<file path="src/rtl/core/eiph_pkg.sv">
// Shared types, constants and helpers for the Ethernet/IP/TCP header parser.
`default_nettype none

package eiph_pkg;

	localparam logic [15:0] ET_IPV4       = 16'h0800;
	localparam logic [15:0] ET_IPV6       = 16'h86DD;
	localparam int          ETH_HDR_BYTES = 14;
	localparam int          MIN_HDR_BYTES = 20;
	localparam int          TCP_OFF_BYTE  = 12;
	localparam logic [5:0]  IPV6_HDR_BYTES = 6'd40;

	localparam logic [7:0] PROTO_HOPOPT = 8'd0;
	localparam logic [7:0] PROTO_ICMP   = 8'd1;
	localparam logic [7:0] PROTO_TCP    = 8'd6;
	localparam logic [7:0] PROTO_UDP    = 8'd17;
	localparam logic [7:0] PROTO_IPV6   = 8'd41;
	localparam logic [7:0] PROTO_ICMPV6 = 8'd58;

	typedef enum logic [3:0] {
		ST_TCP        = 4'd0,
		ST_UDP        = 4'd1,
		ST_ICMP       = 4'd2,
		ST_ICMPV6     = 4'd3,
		ST_IP         = 4'd4,
		ST_IPV6       = 4'd5,
		ST_OTHER      = 4'd6,
		ST_UNKNOWN_ET = 4'd7,
		ST_BAD_IP     = 4'd8,
		ST_BAD_TCP    = 4'd9,
		ST_TRUNC      = 4'd10
	} status_t;

	// Per-frame header fields gathered so far.
	typedef struct packed {
		logic [15:0] eth_type;
		logic [5:0]  net_hdr_len;
		logic [15:0] ip_len;
		logic [7:0]  proto;
		logic [31:0] ports;
		logic [5:0]  seg_hdr_len;
		logic        bad_ip;
	} frame_fields_t;

	typedef struct packed {
		logic [31:0] frame_number;
		status_t     status;
		logic        is_ipv6;
		logic [15:0] eth_type;
		logic [7:0]  protocol_number;
		logic [5:0]  ip_header_bytes;
		logic [5:0]  tcp_header_bytes;
		logic [15:0] source_port;
		logic [15:0] dest_port;
		logic [15:0] payload_bytes;
	} result_t;

	function automatic status_t proto_status(input logic [7:0] p);
		status_t s;
		case (p)
			PROTO_TCP:    s = ST_TCP;
			PROTO_UDP:    s = ST_UDP;
			PROTO_ICMP:   s = ST_ICMP;
			PROTO_ICMPV6: s = ST_ICMPV6;
			PROTO_HOPOPT: s = ST_IP;
			PROTO_IPV6:   s = ST_IPV6;
			default:      s = ST_OTHER;
		endcase
		return s;
	endfunction

endpackage

`default_nettype wire

</file>
<file path="src/rtl/core/eiph_capture.sv">
// Byte counter, frame counter and header field capture registers.
`default_nettype none

module eiph_capture import eiph_pkg::*; #(
	parameter int MAX_FRAME_BYTES = 16383,
	parameter int IDX_W           = 14
) (
	input  wire logic                clk,
	input  wire logic                arst_n,
	input  wire logic                step,
	input  wire logic [7:0]          data,
	input  wire logic                eof,
	output frame_fields_t            fields_next,
	output logic [IDX_W-1:0]         count_next,
	output logic [31:0]              frame_cnt
);

	localparam int W = IDX_W + 2;
	localparam logic [IDX_W-1:0] MAX_IDX = IDX_W'(MAX_FRAME_BYTES);

	logic [IDX_W-1:0] idx_q;
	logic [31:0]      frame_cnt_q;
	frame_fields_t    fields_q;

	logic             in_range;
	logic [W-1:0]     pos_w;
	logic [W-1:0]     seg_base;
	logic [W-1:0]     seg_off;

	always_comb begin
		in_range    = (idx_q != MAX_IDX);
		pos_w       = W'(idx_q);
		fields_next = fields_q;
		count_next  = in_range ? idx_q + IDX_W'(1) : MAX_IDX;
		seg_base    = '0;
		seg_off     = '0;
		if (in_range) begin
			if (pos_w == W'(12)) begin
				fields_next.eth_type = {data, 8'h00};
			end
			if (pos_w == W'(13)) begin
				fields_next.eth_type[7:0] = data;
				if ({fields_q.eth_type[15:8], data} == ET_IPV6) begin
					fields_next.net_hdr_len = IPV6_HDR_BYTES;
				end
			end
			if (fields_q.eth_type == ET_IPV4 && pos_w >= W'(ETH_HDR_BYTES)) begin
				if (pos_w == W'(14)) begin
					fields_next.net_hdr_len = {data[3:0], 2'b00};
					if ({data[3:0], 2'b00} < 6'(MIN_HDR_BYTES)) begin
						fields_next.bad_ip = 1'b1;
					end
				end
				if (pos_w == W'(16)) fields_next.ip_len[15:8] = data;
				if (pos_w == W'(17)) fields_next.ip_len[7:0]  = data;
				if (pos_w == W'(23)) fields_next.proto        = data;
			end
			if (fields_q.eth_type == ET_IPV6 && pos_w >= W'(ETH_HDR_BYTES)) begin
				if (pos_w == W'(18)) fields_next.ip_len[15:8] = data;
				if (pos_w == W'(19)) fields_next.ip_len[7:0]  = data;
				if (pos_w == W'(20)) fields_next.proto        = data;
			end
			// The TCP header starts right after the network header.
			seg_base = W'(ETH_HDR_BYTES) + W'(fields_next.net_hdr_len);
			seg_off  = pos_w - seg_base;
			if (fields_next.net_hdr_len >= 6'(MIN_HDR_BYTES) && pos_w >= seg_base) begin
				if (seg_off < W'(4)) begin
					fields_next.ports = {fields_q.ports[23:0], data};
				end
				if (seg_off == W'(TCP_OFF_BYTE)) begin
					fields_next.seg_hdr_len = {data[7:4], 2'b00};
				end
			end
		end
	end

	always_ff @(posedge clk or negedge arst_n) begin
		if (!arst_n) begin
			idx_q       <= '0;
			frame_cnt_q <= '0;
			fields_q    <= '0;
		end else if (step) begin
			if (eof) begin
				idx_q       <= '0;
				fields_q    <= '0;
				frame_cnt_q <= frame_cnt_q + 32'd1;
			end else begin
				idx_q    <= count_next;
				fields_q <= fields_next;
			end
		end
	end

	assign frame_cnt = frame_cnt_q;

endmodule

`default_nettype wire

</file>
<file path="src/rtl/core/eiph_classify.sv">
// End-of-frame classification: status, lengths and ports of one result word.
`default_nettype none

module eiph_classify import eiph_pkg::*; #(
	parameter int IDX_W = 14
) (
	input  wire frame_fields_t       fields,
	input  wire logic [IDX_W-1:0]    count,
	input  wire logic [31:0]         frame_cnt,
	output result_t                  result
);

	localparam int W = IDX_W + 2;

	logic [W-1:0]  n_w;
	logic [W-1:0]  hdr_end;
	logic [W-1:0]  seg_end;
	logic          known;
	logic          v4;
	logic          v6;
	logic          show_ip;
	logic          show_tcp;
	status_t       st;
	logic [6:0]    sub;
	logic [15:0]   payload;

	always_comb begin
		n_w      = W'(count);
		hdr_end  = W'(ETH_HDR_BYTES) + W'(fields.net_hdr_len);
		seg_end  = hdr_end + W'(fields.seg_hdr_len);
		known    = (n_w >= W'(ETH_HDR_BYTES));
		v4       = known && (fields.eth_type == ET_IPV4);
		v6       = known && (fields.eth_type == ET_IPV6);
		show_ip  = 1'b0;
		show_tcp = 1'b0;
		sub      = 7'(fields.seg_hdr_len) + (v4 ? 7'(fields.net_hdr_len) : 7'd0);
		payload  = (fields.ip_len > 16'(sub)) ? fields.ip_len - 16'(sub) : 16'd0;

		if (!known) begin
			st = ST_TRUNC;
		end else if (!v4 && !v6) begin
			st = ST_UNKNOWN_ET;
		end else if (v4 && n_w < W'(ETH_HDR_BYTES + 1)) begin
			st = ST_TRUNC;
		end else if (fields.bad_ip) begin
			st = ST_BAD_IP;
		end else if (n_w < hdr_end) begin
			st = ST_TRUNC;
		end else begin
			st      = proto_status(fields.proto);
			show_ip = 1'b1;
			if (st == ST_TCP) begin
				if (n_w < hdr_end + W'(TCP_OFF_BYTE + 1)) begin
					st      = ST_TRUNC;
					show_ip = 1'b0;
				end else if (fields.seg_hdr_len < 6'(MIN_HDR_BYTES)) begin
					st = ST_BAD_TCP;
				end else if (n_w < seg_end) begin
					st      = ST_TRUNC;
					show_ip = 1'b0;
				end else begin
					show_tcp = 1'b1;
				end
			end
		end

		result              = '0;
		result.frame_number = frame_cnt;
		result.status       = st;
		if (known) begin
			result.is_ipv6  = v6;
			result.eth_type = fields.eth_type;
		end
		if (st == ST_BAD_IP) begin
			result.ip_header_bytes = fields.net_hdr_len;
		end
		if (show_ip) begin
			result.protocol_number = fields.proto;
			result.ip_header_bytes = fields.net_hdr_len;
		end
		if (st == ST_BAD_TCP) begin
			result.tcp_header_bytes = fields.seg_hdr_len;
		end
		if (show_tcp) begin
			result.tcp_header_bytes = fields.seg_hdr_len;
			result.source_port      = fields.ports[31:16];
			result.dest_port        = fields.ports[15:0];
			result.payload_bytes    = payload;
		end
	end

endmodule

`default_nettype wire

</file>
<file path="src/rtl/core/ethernet_ip_tcp_header_parser.sv">
// A byte is taken into the input register and parsed from it there; an end-of-frame result
// is then written to the output register, from which it can be taken.
// Throughput: one frame byte per cycle, set by the single parse stage between the
// input register and the result register; a held result stalls only end-of-frame bytes.
// Reset: arst_n clears the byte and frame counters, all captured header fields
// and both valid flags; the block can take a byte as soon as reset is released.
`default_nettype none

module ethernet_ip_tcp_header_parser import eiph_pkg::*; #(
	parameter int MAX_FRAME_BYTES = 16383
) (
	input  wire logic        clk,
	input  wire logic        arst_n,
	input  wire logic        in_valid,
	output logic             in_stall,
	input  wire logic [7:0]  data_byte,
	input  wire logic        end_of_frame,
	output logic             out_valid,
	input  wire logic        out_stall,
	output logic [31:0]      frame_number,
	output logic [3:0]       status,
	output logic             is_ipv6,
	output logic [15:0]      eth_type,
	output logic [7:0]       protocol_number,
	output logic [5:0]       ip_header_bytes,
	output logic [5:0]       tcp_header_bytes,
	output logic [15:0]      source_port,
	output logic [15:0]      dest_port,
	output logic [15:0]      payload_bytes
);

	localparam int IDX_W = $clog2(MAX_FRAME_BYTES + 1);

	logic             valid_s1;
	logic [7:0]       data_s1;
	logic             eof_s1;
	logic             out_valid_q;
	result_t          result_q;

	logic             in_take;
	logic             advance;
	logic             fire;
	frame_fields_t    fields_next;
	logic [IDX_W-1:0] count_next;
	logic [31:0]      frame_cnt;
	result_t          result_next;

	// Only an end-of-frame word needs room in the result register.
	assign advance  = valid_s1 && (!eof_s1 || !out_valid_q || !out_stall);
	assign fire     = advance && eof_s1;
	assign in_stall = valid_s1 && !advance;
	assign in_take  = in_valid && !in_stall;

	always_ff @(posedge clk or negedge arst_n) begin
		if (!arst_n) begin
			valid_s1 <= 1'b0;
		end else if (in_take) begin
			valid_s1 <= 1'b1;
		end else if (advance) begin
			valid_s1 <= 1'b0;
		end
	end

	always_ff @(posedge clk) begin
		if (in_take) begin
			data_s1 <= data_byte;
			eof_s1  <= end_of_frame;
		end
	end

	eiph_capture #(
		.MAX_FRAME_BYTES (MAX_FRAME_BYTES),
		.IDX_W           (IDX_W)
	) u_capture (
		.clk         (clk),
		.arst_n      (arst_n),
		.step        (advance),
		.data        (data_s1),
		.eof         (eof_s1),
		.fields_next (fields_next),
		.count_next  (count_next),
		.frame_cnt   (frame_cnt)
	);

	eiph_classify #(
		.IDX_W (IDX_W)
	) u_classify (
		.fields    (fields_next),
		.count     (count_next),
		.frame_cnt (frame_cnt),
		.result    (result_next)
	);

	always_ff @(posedge clk or negedge arst_n) begin
		if (!arst_n) begin
			out_valid_q <= 1'b0;
		end else if (fire) begin
			out_valid_q <= 1'b1;
		end else if (!out_stall) begin
			out_valid_q <= 1'b0;
		end
	end

	always_ff @(posedge clk) begin
		if (fire) begin
			result_q <= result_next;
		end
	end

	assign out_valid        = out_valid_q;
	assign frame_number     = result_q.frame_number;
	assign status           = 4'(result_q.status);
	assign is_ipv6          = result_q.is_ipv6;
	assign eth_type         = result_q.eth_type;
	assign protocol_number  = result_q.protocol_number;
	assign ip_header_bytes  = result_q.ip_header_bytes;
	assign tcp_header_bytes = result_q.tcp_header_bytes;
	assign source_port      = result_q.source_port;
	assign dest_port        = result_q.dest_port;
	assign payload_bytes    = result_q.payload_bytes;

`ifndef SYNTHESIS
	a_stall_needs_word: assert property (@(posedge clk) disable iff (!arst_n)
		in_stall |-> valid_s1 && eof_s1 && out_valid_q)
		else $error("input stalled without a pending end-of-frame word");

	a_frame_count_step: assert property (@(posedge clk) disable iff (!arst_n)
		fire |=> frame_cnt == $past(frame_cnt) + 32'd1)
		else $error("frame counter did not advance with a result");

	a_count_bounded: assert property (@(posedge clk) disable iff (!arst_n)
		valid_s1 |-> count_next <= IDX_W'(MAX_FRAME_BYTES))
		else $error("byte count beyond frame limit");

	a_tcp_hdr_len: assert property (@(posedge clk) disable iff (!arst_n)
		out_valid_q && result_q.status == ST_TCP |->
			result_q.tcp_header_bytes >= 6'(MIN_HDR_BYTES))
		else $error("TCP result with short TCP header");
`endif

endmodule

`default_nettype wire
</file>
<file path="config.mk">
export PLATFORM = sky130hd
export DESIGN_NAME = ethernet_ip_tcp_header_parser
export DESIGN_NICKNAME = d
export VERILOG_FILES = /design/src/rtl/core/eiph_pkg.sv /design/src/rtl/core/eiph_capture.sv /design/src/rtl/core/eiph_classify.sv /design/src/rtl/core/ethernet_ip_tcp_header_parser.sv
export SDC_FILE = /design/constraint.sdc
export NUM_CORES = 1
export LEC_CHECK = 0
export BUFFER_PORTS_ARGS = -buffer_cell sky130_fd_sc_hd__buf_4
export CORE_MARGIN = 1
export CORE_UTILIZATION = 60
export CTS_CLUSTER_SIZE = 8
export DETAILED_ROUTE_END_ITERATION = 12
export PLACE_DENSITY = 0.85
export SYNTH_ARGS = -nofsm -noshare
export SYNTH_HDL_FRONTEND = slang
export SYNTH_SLANG_ARGS = --single-unit
</file>
<file path="constraint.sdc">
create_clock -name clk -period 10.95 [get_ports clk]
set_input_delay 0.5475 -clock clk [delete_from_list [all_inputs] [get_ports clk]]
set_output_delay 0.5475 -clock clk [all_outputs]
set_load 0.01 [all_outputs]
</file>
* After elaboration in Yosys (flattened, before gate mapping)
Index checks and enable logic that the tools add are counted.
Storage, ports and cells: register bits 263, latch bits 0, memory bits (writable) 0, bits in read-only memories 0, input port bits 13, output and inout port bits 123, logic and storage cells 158, memories kept 0
Cells by class: add/sub/neg operators 9, $mul 0, div/mod/pow operators 0, $lt $le $gt $ge 12, eq/ne operators 24, shifts and indexed selects 0, muxes and demuxes 65, bitwise operators 0, reductions and logical operators 25
Operators with widths (number):
- $mux W85 | 2
- $eq A14 B5 Y1 const B | 6
- $mux W30 | 2
- $mux W4 | 14
- $mux W54 | 1
- $eq A16 B16 Y1 const B | 3
- $lt A14 B16 Y1 | 3
- $mux W8 | 6
- $eq A14 B4 Y1 const B | 3
- $mux W14 | 3
- $mux W6 | 7
- $mux W38 | 1
- $add A32 B1 Y32 const B | 1
- $eq A16 B12 Y1 const B | 2
- $mux W16 | 2
- $mux W32 | 1
- $ge A14 B4 Y1 const B | 2
- $mux W1 | 24
- $mux W24 | 1
- $pmux W3 S6 | 1
- $add A16 B4 Y16 const B | 1
- $add A16 B6 Y16 | 1
- $eq A16 B4 Y1 const B | 1
- $eq A8 B6 Y1 const B | 2
- other kinds (24) | 45

* Logic depth before layout (Yosys ltp)
Gate-level depths: netlist (run 1).
depth in word-level cells 31, gate-level depth with buffers 39, mapped depth without buffers 37

* Cells and area by module
Synthesis (run 1) repeated with hierarchy kept, for this count alone.
Unflattened totals: cell total of the unflattened synthesis 1340, area, all modules 14591.5 µm²
By module, submodules not included:
- eiph_capture | times used 1, cells an instance 805, area each 7853.8 µm², seq. area each 3278.1 µm²
- ethernet_ip_tcp_header_parser | times used 1, cells an instance 142, area each 4008.8 µm², seq. area each 3953.8 µm²
- eiph_classify | times used 1, cells an instance 393, area each 2728.9 µm², seq. area each 0.0 µm²

* Least setup slack after synthesis (run 1)
No wires, ideal clock.
path kind input port to flip-flop, from input out_stall, to register u_capture.frame_cnt_q[28], in the netlist u_capture.frame_cnt[28], data arrival time 8543 ps, required time 10827 ps, slack 2284 ps, stages on the path 8, path through a21oi_1 > and4_1 > nand3_1 > nor3_1 > and3_1 > and4_1 > nand2_1 > xnor2_1
On the way: word-level cells in the longest chain between the ends 4
Ends and longest elaborated chain:
- start: declaration | line ethernet_ip_tcp_header_parser.sv:19 | input wire logic out_stall,
- $logic_not A1 Y1
- $logic_or A1 B1 Y1 | line ethernet_ip_tcp_header_parser.sv:49 | assign advance = valid_s1 && (!eof_s1 || !out_valid_q || !out_stall);
- $logic_and A1 B1 Y1 | line ethernet_ip_tcp_header_parser.sv:49
- $reduce_and A2 Y1 (no source line)
- end signal: assignment | line eiph_capture.sv:86 | frame_cnt_q <= frame_cnt_q + 32'd1;
- end: declaration | line eiph_capture.sv:22 | logic [31:0] frame_cnt_q;
No other way between the ends. A chain may end at the register's enable or synchronous reset.

* Final worst setup path (run 1)
from register data_s1[6], to register result_q (netlist bit payload_bytes[3]), data pin
On the way: word-level cells in the longest chain between the ends 24, elaborated cells on any way between the ends 65
Ends and longest elaborated chain:
- start: declaration | line ethernet_ip_tcp_header_parser.sv:35 | logic [7:0] data_s1;
- start signal: assignment | line ethernet_ip_tcp_header_parser.sv:66 | data_s1 <= data_byte;
- $eq A16 B16 Y1 | line eiph_capture.sv:43 | if ({fields_q.eth_type[15:8], data} == ET_IPV6) begin
- $mux W6 | line eiph_capture.sv:43
- $mux W14 | line eiph_capture.sv:41 | if (pos_w == W'(13)) begin
- $mux W6 | line eiph_capture.sv:48 | if (pos_w == W'(14)) begin
- $mux W30 | line eiph_capture.sv:47 | if (fields_q.eth_type == ET_IPV4 && pos_w >= W'(ETH_HDR_BYTES)) begin
- $mux W30 | line eiph_capture.sv:37 | if (in_range) begin
- $add A4 B6 Y7 | line eiph_capture.sv:64 | seg_base = W'(ETH_HDR_BYTES) + W'(fields_next.net_hdr_len);
- $sub A14 B16 Y16 | line eiph_capture.sv:65 | seg_off = pos_w - seg_base;
- (+8 left out)
- $mux W1 | line eiph_classify.sv:53 | if (n_w < hdr_end + W'(TCP_OFF_BYTE + 1)) begin
- $mux W1 | line eiph_classify.sv:52 | if (st == ST_TCP) begin
- $mux W1 | line eiph_classify.sv:47 | end else if (n_w < hdr_end) begin
- $mux W1 | line eiph_classify.sv:45 | end else if (fields.bad_ip) begin
- $mux W1 | line eiph_classify.sv:43 | end else if (v4 && n_w < W'(ETH_HDR_BYTES + 1)) begin
- $mux W1 | line eiph_classify.sv:41 | end else if (!v4 && !v6) begin
- $mux W1 | line eiph_classify.sv:39 | if (!known) begin
- $reduce_and A2 Y1 (no source line)
- end signal: assignment | line ethernet_ip_tcp_header_parser.sv:106 | result_q <= result_next;
- end: declaration | line ethernet_ip_tcp_header_parser.sv:38 | result_t result_q;
Mark *: on every way between the ends. The rest lies on a longest branch, timed or not. The select of a mux whose other input is x is not followed.

==> impl_metrics.py, run 1 <==
metrics = {
    "synthesis": {
        "synth_ff_type": "dfrtp_1",
        "syn-num-nets": 1419,
        "syn_avg_cell_area_um2": 10.5,
        "synth_edf_count": 130,
        "synth_seq_area_share_pct": 51.1,
        "netlist_instances": 1349,
        "syn-cell-area_um2": 14100,
        "yosys_warnings": 0,
        "ys_ff_latch": 263,
        "synth_top_area_share_pct": 27.6,
        "async_reset_ff_share_pct": 50.6,
        "synth_area_leader_cell": "edfxtp_1",
        "yosysUniqueCellTypes": 95,
        "netlist_top_cells_area": "edfxtp_1 (28%), dfrtp_1 (24%), ha_1 (4.8%), nand2_1 (4.7%), a22o_1 (3.9%)",
    },
    "critical_path": {
        "worstPathMaxFanout": 34,
        "cpPeakStageDelay_ns": 0.76,
        "worstReg2RegStart": "data_s1[6]$_DFFE_PP_",
        "critPathRequiredTime_ns": 11.19,
        "worst-r2r-cell-count": 31,
        "cp-start-kind": "register",
        "arrival_ns": 10.06,
        "reg2reg_to": "payload_bytes[3]$_SDFFCE_PN0P_",
        "cp_slowest_cell": "edfxtp_1",
        "crit_type": "reg -> reg",
        "r2r_setup_slack_ns": 1.13,
        "worstSetupEndpointType": "register",
        "critPathLaunch": "data_s1[6]$_DFFE_PP_",
    },
    "sta": {
        "fmax_mhz": 102,
        "slew_headroom_pct": 17.1,
        "grt_setup_unrepaired": "no",
        "worst_pin_slew_ns": 1.24,
        "setup_tns_ns": 0,
        "final_max_slew_viol_count": 0,
        "finalHoldViolations": 0,
        "setup_viol": 0,
        "period_needed_ns": 9.82,
        "skew_ns": 0.0172,
        "fin_crit_sh_pct": 89.7,
    },
    "drt": {
        "dr.pass1.iters": 6,
        "drtAntennaViolNets": 0,
        "via_count": 11400,
        "vias_per_cell": 6.33,
        "wire_per_inst_um": 20.4,
        "drc": 0,
        "totalWireLength_um": 37000,
        "drtIter0Drc": 1313,
    },
    "cts": {
        "clk_pin_slew_ns": 0.05,
        "cts_resized": 0,
        "cts-root-buf": "clkbuf_16",
        "insertion_delay_ns": 0.52,
        "cts_setup_buffers": 0,
        "hold_buffers": 0,
        "cts_max_path_buffers": 3,
        "cts-htree-levels": 2,
        "cts_tree": "built",
        "numClockSinks": 263,
        "numCtsBuffers": 38,
    },
    "layout": {
        "nNetsFinal": 1536,
        "n_fill_cell": 1581,
        "final_common_cell": "nand2_1",
        "layout_common_cells": "nand2_1 (176), buf_4 (150), dfrtp_1 (133), edfxtp_1 (130), a21oi_1 (93)",
        "area_growth_pct": 16.7,
        "antenna_cells": 0,
        "drive_above_1_share_pct": 15.9,
    },
    "floorplan": {
        "initial_core_util_pct": 61.9,
        "rows": 55,
        "io_pins": 136,
        "die_x_um": 156,
        "core_area_um2": 22800,
        "fp.dieArea_um2": 24200,
        "die_y_um": 156,
    },
    "global_route": {
        "grt-ovfl-total": 0,
        "track_usage_pct": 31.0,
        "antenna_found_initial": 0,
        "grt_pass1_wl_um": 58700,
        "grt_pass1_vias": 11000,
        "grt_max_degree": 78,
    },
    "power": {
        "p_per_area_nw_per_um2": 147,
        "power_mw": 2.43,
        "leakagePower_nw": 6.83,
        "vdd_drop_max_uv": 102,
    },
    "placement": {
        "hpwl_um": 24400,
        "globalplace.congestion": 0.958,
        "port-buffer-count": 135,
    },
    "status": {
        "status": "completed",
    },
    "hold_path": {
        "hold_path.class": "in -> async",
    },
    "run": {
        "max_cap_viol_count": 0,
    },
}
metal layers:
layer / share of wire (%) / track usage (%) / vias to the layer above / wire (um)
met5: 0 / 0 / - / 0
met4: 3.5 / 12.4 / 0 / 1300
met3: 7.5 / 4.51 / 105 / 2760
met2: 49 / 51.2 / 588 / 17900
met1: 40 / 41.5 / 5543 / 15000
li1: - / - / 5209 / -
cell families (layout without fill, tap and decap cells):
group | after synthesis | after routing | synth area share, %
xor gates and xnor gates | 65 | 65 | 4.03
buffers and inverters | 115 | 262 | 3.27
and+or+nand+nor | 509 | 509 | 18.7
other | 1 | 1 | 0.0265
DFF | 263 | 263 | 51.1
muxes | 23 | 23 | 1.73
AOI/OAI and AO/OA | 315 | 315 | 15.9
adders and majority gates | 58 | 58 | 5.27
cell usage after synthesis, drive strengths merged, types with 6 or more instances:
master and n:
or3 14, nor2 89, a22o 63, ha 54, mux2 9, nand2b 11
xnor2 47, a21oi 94, xor2 18, o21ai 51, mux2i 14, nand2 176
nor4 15, dfrtp 133, and3 20, a22oi 9, nor2b 15, o21a 7
nor3 27, edfxtp 130, buf 12, inv 42, nand4 22, a31oi 17
and2 31, clkbuf 61, or2 6, and4 11, nand3 42, a21o 11
worst max-delay path: cells and delay by family, from the launching register on:
family | cells | cell delay (ns)
buffers and inverters | 3 | 0.33
adder cells (fa/ha/maj) | 3 | 0.96
multiplexers | 1 | 0.44
AO/OA/AOI/OAI | 10 | 2.39
flip-flops | 1 | 0.76
AND/OR/NAND/NOR | 13 | 4.15
XOR/XNOR | 1 | 0.45
state kept, by name, indices dropped and copies added (netlist names):
signal,flops
u_capture.fields_q,85
source_port,16
frame_number,32
status,4
u_capture.frame_cnt,32
out_valid,1
tcp_header_bytes,6
data_s1,8
dest_port,16
is_ipv6,1
u_capture.idx_q,14
payload_bytes,16
valid_s1,1
protocol_number,8
ip_header_bytes,6
eth_type,16
eof_s1,1
power breakdown:
part,switching [mW],internal (mW)
Combinational,0.136,0.0825
Clock,0.426,0.669
Sequential,0.0364,1.08
Total,0.599,1.83
how the worst max path moves through the flow:
stage	end	slack [ns]	cells past startpoint
finish	payload_bytes[3]$_SDFFCE_PN0P_	1.13	31
floorplan	u_capture.frame_cnt[28]$_DFFE_PN0P_	2.28	8
CTS	payload_bytes[10]$_SDFFCE_PN0P_	1.29	31
global route	payload_bytes[10]$_SDFFCE_PN0P_	0.48	31
detailed placement	payload_bytes[3]$_SDFFCE_PN0P_	1.40	31
global placement	payload_bytes[3]$_SDFFCE_PN0P_	1.60	31
layout make-up:
| type | count | area (um2) | share of cell area (%) |
|---|---|---|---|
| inverters | 42 | 158 | 0.955 |
| flip-flops and latches | 263 | 7230 | 43.8 |
| well taps | 313 | 392 | 2.37 |
| clock inverters | 2 | 28.8 | 0.174 |
| repair buffers | 150 | 1130 | 6.82 |
| clock buffers | 68 | 1080 | 6.57 |
| multi-input cells | 971 | 6480 | 39.3 |
through the flow:
step                worst slack, ns  hold WS [ns]  util, %  instance area (um2)  instances
floorplan                      2.28         0.252        -                14100       1349
global placement               1.60         0.461     67.4                15400       1739
detailed placement             1.40         0.463     67.4                15400       1739
CTS                            1.29         0.194     72.2                16500       1809
global route                  0.484         0.195     72.2                16500       1809
finish                         1.13         0.161     72.2                16500       1809
Power figures use the tool's default switching activity.
==> inputs of run 2 (changes only) <==
- CAP_MARGIN: default -> 40
- CELL_PAD_IN_SITES_DETAIL_PLACEMENT: default -> 0
- CELL_PAD_IN_SITES_GLOBAL_PLACEMENT: default -> 1
- CORE_UTILIZATION: 60 -> 47
- PLACE_DENSITY: 0.85 -> 0.84
==> run 2 against run 1 <==
  * Global-route usage fell by 6.4 points
  * Setup slack improved by 0.16 ns
  * Combinational power rose by 3%
  * Sequential cell count did not move
  * Core utilization fell by 16 points
  * Final area rose by 1.3%
  * Fmax rose by 1.6%
  * Sequential power barely moved
  * First-iteration DRC count fell by 17%
==> impl_metrics.py, run 2 (synthesis gave the netlist of run 1 again) <==
metrics = {
    "floorplan": {
        "initial_core_util_pct": 47.7,
        "io_pins": 136,
        "rows": 63,
        "die_y_um": 175,
        "die_x_um": 175,
        "core_area_um2": 29600,
        "fp.dieArea_um2": 30800,
    },
    "drt": {
        "drc": 0,
        "drtIter0Drc": 1085,
        "drtAntennaViolNets": 0,
        "dr.pass1.iters": 5,
        "via_count": 11100,
        "vias_per_cell": 5.88,
        "wire_per_inst_um": 19.8,
        "totalWireLength_um": 37500,
    },
    "hold_path": {
        "hold_end": "data_s1[6]$_DFFE_PP_",
        "whs_path_depth": 1,
        "hp-start": "data_byte[6]",
        "hold_path.class": "in -> reg",
    },
    "sta": {
        "skew_ns": 0.0242,
        "fin_crit_sh_pct": 88.2,
        "setup_viol": 0,
        "worst_pin_slew_ns": 0.867,
        "grt_setup_unrepaired": "no",
        "slew_headroom_pct": 42.2,
        "finalHoldViolations": 0,
        "period_needed_ns": 9.66,
        "fin_ws_ns": 1.29,
        "final_max_slew_viol_count": 0,
        "fmax_mhz": 104,
        "setup_tns_ns": 0,
        "whs_ns": 0.221,
    },
    "placement": {
        "place_inst": 1820,
        "dp_slack_ns": 1.38,
        "hpwl_um": 25700,
        "globalplace.congestion": 0.927,
        "port-buffer-count": 135,
        "place_area_um2": 15500,
    },
    "critical_path": {
        "critPathLaunch": "u_capture.fields_q[77]$_DFFE_PN0P_",
        "worstPathMaxFanout": 34,
        "worstSetupEndpointType": "register",
        "worstReg2RegStart": "u_capture.fields_q[77]$_DFFE_PN0P_",
        "critPathRequiredTime_ns": 11.19,
        "cp_slowest_cell": "or4_1",
        "cp-start-kind": "register",
        "r2r_setup_slack_ns": 1.29,
        "worst-r2r-cell-count": 31,
        "arrival_ns": 9.90,
        "crit_type": "reg -> reg",
        "reg2reg_to": "payload_bytes[3]$_SDFFCE_PN0P_",
        "cpPeakStageDelay_ns": 0.60,
    },
    "status": {
        "status": "completed",
    },
    "power": {
        "vdd_drop_max_uv": 89.2,
        "power_mw": 2.47,
        "p_per_area_nw_per_um2": 148,
        "leakagePower_nw": 6.88,
    },
    "layout": {
        "area_growth_pct": 18.2,
        "instances_no_fill": 1892,
        "largest_reg_flops": 85,
        "top_register": "u_capture.fields_q",
        "design_area_um2": 16700,
        "final_common_cell": "nand2_1",
        "drive_above_1_share_pct": 16.2,
        "antenna_cells": 0,
        "layout_common_cells": "nand2_1 (176), buf_4 (152), dfrtp_1 (133), edfxtp_1 (130), a21oi_1 (93)",
        "nNetsFinal": 1542,
        "final_core_util_pct": 56.4,
    },
    "cts": {
        "clk_pin_slew_ns": 0.05,
        "cts_setup_buffers": 0,
        "cts-root-buf": "clkbuf_16",
        "numCtsBuffers": 39,
        "cts_tree": "built",
        "cts_max_path_buffers": 3,
        "numClockSinks": 263,
        "cts-htree-levels": 2,
        "insertion_delay_ns": 0.52,
    },
    "global_route": {
        "grt_pass1_vias": 10700,
        "track_usage_pct": 24.6,
        "grt_pass1_wl_um": 59400,
        "antenna_found_initial": 1,
        "grt_max_degree": 76,
        "grt-ovfl-total": 0,
    },
    "run": {
        "max_cap_viol_count": 0,
    },
}
[run 2: changes by cell type in the layout (fill, tap and decap cells not counted), sizes merged]
cell	delta
clkinv	+1
dlygate4sd3	+1
bufinv	+1
buf	+4
inv	-1
[run 2: per-layer routing]
layer / wire [um] / vias up / share of wire (%) / GRT usage, %
met5: 13 / - / 0.035 / 0
met3: 2140 / 89 / 5.7 / 3.70
met1: 16400 / 5457 / 44 / 33.3
li1: - / 5212 / - / -
met4: 1010 / 2 / 2.7 / 8.91
met2: 17900 / 373 / 48 / 40.3
[run 2: worst max path at each step]
stage                                               end  slack, ns  depth (start not counted)
global placement         payload_bytes[3]$_SDFFCE_PN0P_       1.58                         31
global route             payload_bytes[2]$_SDFFCE_PN0P_       0.56                         32
finish                   payload_bytes[3]$_SDFFCE_PN0P_       1.29                         31
detailed placement       payload_bytes[3]$_SDFFCE_PN0P_       1.38                         31
CTS                      payload_bytes[3]$_SDFFCE_PN0P_       1.31                         31
floorplan           u_capture.frame_cnt[28]$_DFFE_PN0P_       2.28                          8
[run 2: cell type report]
| type | count | area [um2] |
|---|---|---|
| Clock inverter | 3 | 55.1 |
| Multi-Input combinational cell | 971 | 6480 |
| Inverter | 42 | 158 |
| Clock buffer | 68 | 1110 |
| Fill cell | 2593 | 12900 |
| Timing Repair Buffer | 155 | 1190 |
| Sequential cell | 263 | 7230 |
| Tap cell | 390 | 488 |
[run 2: worst max-delay path, delay by kind of cell (launching register included)]
kind	cells	cell delay (ns)
AND/OR/NAND/NOR	13	4.32
AO/OA/AOI/OAI	10	2.41
flip-flops	1	0.40
buffers and inverters	3	0.35
multiplexers	1	0.43
XOR/XNOR	1	0.46
adder cells (fa/ha/maj)	3	0.97
[run 2: repair_timing]
action	4_1_cts	5_1_grt
hold buffers	1	0
gates resized for setup	0	0
endpoints found under the setup margin	0	0
hold endpoints to repair	29	0
[run 2: where the power goes]
part	switching [mW]	internal, mW
Combinational	0.139	0.0847
Clock	0.421	0.704
Sequential	0.0337	1.08
==> inputs of run 3 (changes only) <==
- CTS_BUF_LIST: default -> sky130_fd_sc_hd__clkbuf_16
==> run 3 against run 2 <==
  * Core utilization did not move
  * Routed wire length barely moved
  * Sequential power barely moved
  * Sequential share of layout area did not move
  * Global-route usage barely moved
  * Die area did not move
  * Combinational power barely moved
  * Critical path depth did not move
  * Power fell by 0.99%
  * Cell count did not move
  * Count of clock-buffer cells in the layout fell by 28
  * Sequential cell count did not move
  * Largest cell class unchanged
  * Largest power group is now registers
  * Highest routed layer unchanged
==> impl_metrics.py, run 3 (synthesis gave the netlist of run 1 again) <==
metrics = {
    "critical_path": {
        "cpPeakStageDelay_ns": 0.60,
        "worstPathMaxFanout": 34,
        "critPathRequiredTime_ns": 11.19,
        "worstSetupEndpointType": "register",
        "r2r_setup_slack_ns": 1.26,
        "crit_type": "reg -> reg",
        "worst-r2r-cell-count": 31,
        "crit_family": "simple AND/OR/NAND/NOR gates",
        "cp-start-kind": "register",
        "crit_buf_inv": 3,
        "arrival_ns": 9.93,
        "cp_slowest_cell": "or4_1",
        "worstReg2RegStart": "u_capture.fields_q[77]$_DFFE_PN0P_",
        "reg2reg_to": "payload_bytes[3]$_SDFFCE_PN0P_",
    },
    "global_route": {
        "grt-ovfl-total": 0,
        "grt_util_met3_pct": 3.70,
        "grt_busiest_layer": "met2",
        "grt_pass1_vias": 10700,
        "antenna_found_initial": 1,
        "grt_max_degree": 76,
        "grt_util_met1_pct": 33.3,
        "track_usage_pct": 24.6,
        "grt_pass1_wl_um": 59400,
        "grtUsageMet2_pct": 40.3,
    },
    "cts": {
        "cts-htree-levels": 2,
        "cts_resized": 0,
        "cts_setup_buffers": 0,
        "hold_buffers": 1,
        "numClockSinks": 263,
        "cts_tree": "built",
        "clk_pin_slew_ns": 0.05,
        "insertion_delay_ns": 0.52,
        "cts_max_path_buffers": 3,
        "cts-root-buf": "clkbuf_16",
        "numCtsBuffers": 39,
    },
    "layout": {
        "layout_common_cells": "nand2_1 (176), buf_4 (152), dfrtp_1 (133), edfxtp_1 (130), a21oi_1 (93)",
        "drive_above_1_share_pct": 16.2,
        "n_fill_cell": 2593,
        "nNetsFinal": 1542,
        "area_growth_pct": 18.2,
        "final_core_util_pct": 56.4,
        "final_common_cell": "nand2_1",
        "antenna_cells": 0,
        "largest_reg_flops": 85,
        "top_register": "u_capture.fields_q",
    },
    "power": {
        "seqPwrFrac_pct": 45.7,
        "power_frac_clock_pct": 45.1,
        "netSwitchingFraction_pct": 24.4,
        "vdd_drop_max_uv": 89.0,
        "leakagePower_nw": 7.00,
        "p_per_area_nw_per_um2": 146,
        "netSwitchingPower_uw": 596,
        "p_int_mw": 1.85,
        "combPwrFrac_pct": 9.2,
    },
    "drt": {
        "totalWireLength_um": 37500,
        "via_count": 11100,
        "drc": 0,
        "dr.pass1.iters": 5,
        "wire_per_inst_um": 19.8,
        "drtAntennaViolNets": 0,
        "drtIter0Drc": 1136,
        "vias_per_cell": 5.89,
    },
    "hold_path": {
        "hp-start": "data_byte[6]",
        "hold_end": "data_s1[6]$_DFFE_PP_",
        "hold_path.class": "in -> reg",
        "whs_path_depth": 1,
    },
    "placement": {
        "globalplace.congestion": 0.927,
        "hpwl_um": 25700,
        "port-buffer-count": 135,
    },
    "floorplan": {
        "io_pins": 136,
        "core_area_um2": 29600,
        "die_y_um": 175,
        "fp.dieArea_um2": 30800,
        "die_x_um": 175,
        "initial_core_util_pct": 47.7,
        "rows": 63,
    },
    "run": {
        "max_cap_viol_count": 0,
    },
    "sta": {
        "fin_crit_sh_pct": 88.5,
        "worst_pin_slew_ns": 0.864,
        "setup_tns_ns": 0,
        "grt_setup_unrepaired": "no",
        "finalHoldViolations": 0,
        "fmax_mhz": 103,
        "final_max_slew_viol_count": 0,
        "period_needed_ns": 9.69,
        "skew_ns": 0.0233,
        "slew_headroom_pct": 42.4,
        "setup_viol": 0,
    },
    "status": {
        "status": "completed",
    },
}
-- run 3: cell count changes in the layout (fill, tap and decap cells not counted), sizes merged --
cell and change:
inv +28, clkbuf -28
-- run 3: cell type report --
class                      instances  area (um2)  area share [%]
inverter                          42         158           0.943
timing repair buffer             155        1190            7.12
clock inverter                    31         160           0.958
tap                              390         488            2.92
sequential                       263        7230            43.3
clock buffer                      40        1000            5.99
multi-input combinational        971        6480            38.8
-- run 3: metrics by stage --
stage | cell area [um2] | total power [mW] | hold slack [ns] | cells | setup WS, ns
6_report | 16700 | 2.44 | 0.219 | 1892 | 1.26
5_1_grt | 16700 | 2.53 | 0.199 | 1892 | 0.556
4_1_cts | 16700 | 2.46 | 0.209 | 1892 | 1.31
3_5_place_dp | 15500 | 1.36 | 0.472 | 1820 | 1.38
3_3_place_gp | 15500 | 1.35 | 0.459 | 1819 | 1.58
2_1_floorplan | 14100 | 1.26 | 0.252 | 1349 | 2.28
-- run 3: how the worst max path moves through the flow --
stage,startpoint,to,depth (start not counted)
3_3_place_gp,u_capture.fields_q[77]$_DFFE_PN0P_,payload_bytes[3]$_SDFFCE_PN0P_,31
5_1_grt,u_capture.fields_q[77]$_DFFE_PN0P_,payload_bytes[2]$_SDFFCE_PN0P_,32
4_1_cts,u_capture.fields_q[77]$_DFFE_PN0P_,payload_bytes[3]$_SDFFCE_PN0P_,31
2_1_floorplan,out_stall,u_capture.frame_cnt[28]$_DFFE_PN0P_,8
6_report,u_capture.fields_q[77]$_DFFE_PN0P_,payload_bytes[3]$_SDFFCE_PN0P_,31
3_5_place_dp,u_capture.fields_q[77]$_DFFE_PN0P_,payload_bytes[3]$_SDFFCE_PN0P_,31
-- run 3: power by group through the flow --
stage | sequential, mW | clock [mW] | combinational [mW]
floorplan | 1.14 | 0 | 0.121
global placement | 1.13 | 0 | 0.220
detailed placement | 1.13 | 0 | 0.222
CTS | 1.12 | 1.12 | 0.224
global route | 1.12 | 1.16 | 0.246
finish | 1.12 | 1.10 | 0.224
-- run 3: worst reg2reg max path: cells and delay by family (launching register included) --
kind	cells	cell delay [ns]
compound gates	10	2.41
fa+ha+maj	3	0.97
xor+xnor	1	0.46
simple gates	13	4.40
buf+inv	3	0.35
flops	1	0.40
mux	1	0.44
-- run 3: routing by layer --
layer | share of wire, % | routed length, um
met5 | 0.035 | 13
met4 | 2.6 | 976
met3 | 5.8 | 2160
met2 | 48 | 17900
met1 | 44 | 16400
